`src/rtl/gc3_cell.sv`:
```
// window cell: holds one column (upper, middle, lower) and its vertical 1-2-1 sum
// passes the column on to the next cell on every shift
`timescale 1ns / 1ps

module gc3_cell #(
    parameter int SAMPLE_BITS = 16
) (
    input  logic                                i_clk,
    input  logic                                i_rst_n,
    input  logic                                i_shift,
    input  logic [2:0][SAMPLE_BITS-1:0]         i_col,
    output logic [2:0][SAMPLE_BITS-1:0]         o_col,
    output logic signed [SAMPLE_BITS+1:0]       o_vsum
);

    logic [2:0][SAMPLE_BITS-1:0] r_col;
    logic signed [SAMPLE_BITS-1:0] w_top;
    logic signed [SAMPLE_BITS-1:0] w_mid;
    logic signed [SAMPLE_BITS-1:0] w_bot;

    always_ff @(posedge i_clk) begin
        if (!i_rst_n) begin
            r_col <= '0;
        end else if (i_shift) begin
            r_col <= i_col;
        end
    end

    assign w_top = signed'(r_col[0]);
    assign w_mid = signed'(r_col[1]);
    assign w_bot = signed'(r_col[2]);

    assign o_col  = r_col;
    assign o_vsum = (SAMPLE_BITS+2)'(w_top) + ((SAMPLE_BITS+2)'(w_mid) <<< 1)
                  + (SAMPLE_BITS+2)'(w_bot);

endmodule

```
`config.mk`:
```
export PLATFORM = sky130hd
export DESIGN_NAME = gc3_cell
export DESIGN_NICKNAME = d
export VERILOG_FILES = /design/src/rtl/gc3_cell.sv
export SDC_FILE = /design/constraint.sdc
export NUM_CORES = 1
export LEC_CHECK = 0
export BUFFER_PORTS_ARGS = -buffer_cell sky130_fd_sc_hd__buf_2
export CAP_MARGIN = 20
export CORE_MARGIN = 1.5
export CORE_UTILIZATION = 47
export CTS_CLUSTER_DIAMETER = 30
export DETAILED_ROUTE_END_ITERATION = 10
export GPL_ROUTABILITY_DRIVEN = 1
export GPL_TIMING_DRIVEN = 0
export HOLD_SLACK_MARGIN = 0.02
export PLACE_DENSITY = 0.87
export SYNTH_ARGS = -nofsm -noshare
export SYNTH_HDL_FRONTEND = slang
export SYNTH_SLANG_ARGS = --single-unit
```
`constraint.sdc`:
```
create_clock -name i_clk -period 3.15 [get_ports i_clk]
set_input_delay 0.315 -clock i_clk [delete_from_list [all_inputs] [get_ports i_clk]]
set_output_delay 0.315 -clock i_clk [all_outputs]
set_load 0.05 [all_outputs]
```
==> Word level (Yosys, flattened, before mapping) <==
Index checks and enable logic that the tools add are counted.
{ "op_classes": {"n_addsub": 2} }
{ "op_table": {"columns": ["cell", "n"], "rows": [
  ["$add A16 B17 Y18", 1],
  ["$add A18 B16 Y18", 1]
]} }
{ "totals": {"reg_bits": 48, "inputBits": 51, "output_inout_bits": 66, "elab_cells": 5} }

==> Depth between registers and ports, before layout <==
{ "logic_depth": {"ltp_word": 2, "mapped_depth": 8, "depth_no_buf": 8} }

==> Worst setup path after synthesis <==
No wires, ideal clock.
{ "synth_timing": {"path_kind": "register -> output", "from": "reg r_col (netlist bit w_mid[1])", "to": "out o_vsum[16]", "arrival_ps": 3603, "required_ps": 2835, "setup_slack_ps": -768, "path_stages_with_launch": 8, "n_path_buf": 0, "cell_sequence": "dfxtp_1 fa_1 ha_1 a211o_1 a211oi_2 nor4b_1 or2_0 o311ai_1"} }
{ "synth_via": {"elab_chain_cells": 2} }
{ "synth_rtl": {"columns": ["element", "line", "source"], "rows": [
  ["start: declaration", "16", "logic [2:0][SAMPLE_BITS-1:0] r_col;"],
  ["start signal: assignment", "25", "r_col <= i_col;"],
  ["$add A16 B17 Y18", "34", "assign o_vsum = (SAMPLE_BITS+2)'(w_top) + ((SAMPLE_BITS+2)'(w_mid) <<< 1)"],
  ["$add A18 B16 Y18", "35", "+ (SAMPLE_BITS+2)'(w_bot);"],
  ["end: declaration", "13", "output logic signed [SAMPLE_BITS+1:0] o_vsum"]
]} }
Every way passes these cells.

==> Worst setup path after layout <==
{ "layout_timing": {"from": "reg r_col (netlist bit w_top[2])", "to": "out o_vsum[16]"} }
Same word-level chain as after synthesis.

==> flow_summary.yaml <==
die:
  dieArea_um2: 6950
  start_util: 0.481
  rows: 29
  die_w_um: 83.4
  io_pins: 117
  die_h_um: 83.4
  core_um2: 6310
route:
  first_pass_iters: 4
  route.detailed.drc: 0
  wire_per_inst_um: 15.4
  vias: 2560
  finalWirelength_um: 7630
  route.antenna.remaining_nets: 0
  viasPerCell: 5.17
  drt_iter0_drc: 49
timing:
  fmax_ghz: 0.302
  final_hold_viol_count: 0
  finalCriticalPeriod_ns: 3.31
  slew_viol_final: 0
  rsz0062_at_grt: "true"
  finalSetupViolations: 8
  fin_ws_ns: -0.158
  tns_ns: -0.767
  fin_hold_ws_ns: 0.266
  worst_slew_pin_slew_ns: 0.484
  relSlewSlack: 0.677
  period_share: 1.05
  clock-skew-final_ns: 0
finish:
  final_cell_mix: "110 x buf_2, 51 x mux2i_1, 48 x nor2b_1"
  drive_gt1_frac: 0.459
  final_common_cell: "buf_2"
  num-fill-cells: 543
  n_antenna_cell: 0
  areaGrowthSynthToFinish_pct: 35.8
  nNetsFinal: 502
power_and_ir_drop:
  clock_power_share: 0.217
  cellPowerDensity_nw_per_um2: 516
  peakVddDrop_mv: 0.349
  power_mw: 2.13
  combPwrFrac: 0.461
  power.internal_mw: 1.23
  seqPwrFrac: 0.322
  p_sw_frac: 0.423
  p_sw_mw: 0.902
  leakagePower_nw: 2.12
setup_path:
  cp.arrival_ns: 2.99
  critical_path_class: "reg2out"
  crit_required_ns: 2.83
  critPathLaunchType: "flop"
  cp-end-kind: "output pin"
  crit_fanout: 3
grt:
  grt_pass1_vias: 2638
  antenna_found_initial: 0
  grt_max_degree: 17
  grt_pass1_wl_um: 12400
  track_usage: 0.220
  overflow: 0
logic_synthesis:
  ys_seq_area_frac: 0.316
  synth_edf_count: 0
  synth_top_area_frac: 0.316
  synth-seq-cells: 48
  syn_area_um2: 3040
  synth.avg_cell_area_um2: 10.6
  yosys-top-cells-area: "dfxtp_1 32%, mux2i_1 17%, fa_1 11%, nor2b_1 9.9%, ha_1 7.0%"
  syn_inst: 287
  synth_nets: 372
  synth_ff_type: "dfxtp_1"
  yosys_warnings: 0
  synth.distinct_cells: 44
  async_flop_share: 0
  yosys.area.top_type: "dfxtp_1"
min_path:
  hold_class: "in2reg"
clock_tree:
  cts_sinks: 48
  clk_pin_slew_worst_paths_ns: 0.10
  cts_tree: "done"
  clock-root-buffer: "clkbuf_8"
  htree_num_levels: 2
  hold_buffers: 0
  cts_made_buffers: 5
  clockBufferDepth: 2
  clock_latency_ns: 0.29
placed_design:
  globalplace.congestion: 0.849
  portBuffers: 114
  dp.final_hpwl_um: 5790
run_status:
  status: "finished, violations left"
  failed_checks: "setup timing"
run:
  maxCapViolCount: 0
## cells in the mapped netlist, types with 3 or more instances
master / n
nand4_1: 3
o211ai_1: 4
fa_1: 17
a21o_1: 5
ha_1: 17
clkbuf_1: 7
a21oi_1: 10
dfxtp_1: 48
nor2_1: 10
xor2_1: 4
nor2b_1: 48
o21ai_0: 5
a21o_2: 4
mux2i_1: 51
nand2_1: 4
xnor2_1: 9
buf_2: 6
## kinds of logic after synthesis
kind of cell             Yosys count  share of synthesized area
multiplexers                      51                      0.168
flip-flops                        48                      0.316
adder cells (fa/ha/maj)           34                      0.182
AO/OA/AOI/OAI                     44                      0.115
AND/OR/NAND/NOR                   78                      0.150
XOR/XNOR                          13                     0.0375
buffers and inverters             19                     0.0313
## sequential cells by signal, indices dropped and copies added, names as in the netlist
name	cells
w_top	16
w_mid	16
w_bot	16
## power groups by stage
stage | Clock [mW] | Combinational [mW] | Sequential [mW]
3_3_place_gp | 0 | 0.875 | 0.698
2_1_floorplan | 0 | 0.576 | 0.820
5_1_grt | 0.500 | 1.04 | 0.691
6_report | 0.463 | 0.982 | 0.685
3_5_place_dp | 0 | 0.892 | 0.700
4_1_cts | 0.478 | 0.957 | 0.686
## worst max-delay path: stages, from the launching register on
cell,delay [ns]
dfxtp_4,0.37
fa_2,0.61
ha_4,0.21
a211o_1,0.36
a211oi_4,0.32
nor4b_2,0.09
or2_1,0.27
o311ai_4,0.26
buf_6,0.20
## routing by layer
layer,global-route usage,up-vias,part of all wire
met5,0,-,0
met4,0.0394,0,0.0052
met3,0.0537,6,0.061
met2,0.389,93,0.49
met1,0.275,1197,0.44
li1,-,1264,-
## metrics by stage
| stage | cells | cell area (um^2) | setup slack, ns | util |
|---|---|---|---|---|
| after global placement | 478 | 3790 | -0.0388 | 0.600 |
| after global routing | 495 | 4130 | -0.237 | 0.653 |
| after CTS | 493 | 4050 | -0.233 | 0.642 |
| final | 495 | 4130 | -0.158 | 0.653 |
| after detailed placement | 478 | 3790 | -0.128 | 0.600 |
| after floorplan | 287 | 3120 | -0.0726 | - |
## repair_timing
| item | in CTS | in global routing |
|---|---|---|
| resized for setup | 28 | 13 |
| setup buffers | 7 | 2 |
| setup endpoints to repair | 9 | 11 |
| hold endpoints to repair | 0 | 0 |
| pin swaps | 14 | 10 |
## final cells by class
cell class                 count  area [um^2]  area share
inverter                       2         7.51     0.00182
buffer                        17         87.6      0.0212
multi-input combinational    220         2140       0.518
clock inverter                 3         46.3      0.0112
tap                           77         96.3      0.0234
sequential                    48          990       0.240
timing repair buffer         123          693       0.168
clock buffer                   5         68.8      0.0167
## worst paths after layout
path	depth (start not counted)	slack [ns]	from	end
setup / recovery	8	-0.16	w_top[2]	o_vsum[16]
hold / removal	3	0.27	i_col[38]	w_bot[6]
setup reg to reg	3	2.37	w_bot[1]	w_bot[1]
hold reg to reg	2	0.55	w_mid[6]	w_mid[6]
Note: power is estimated with default switching activity, not from simulation.
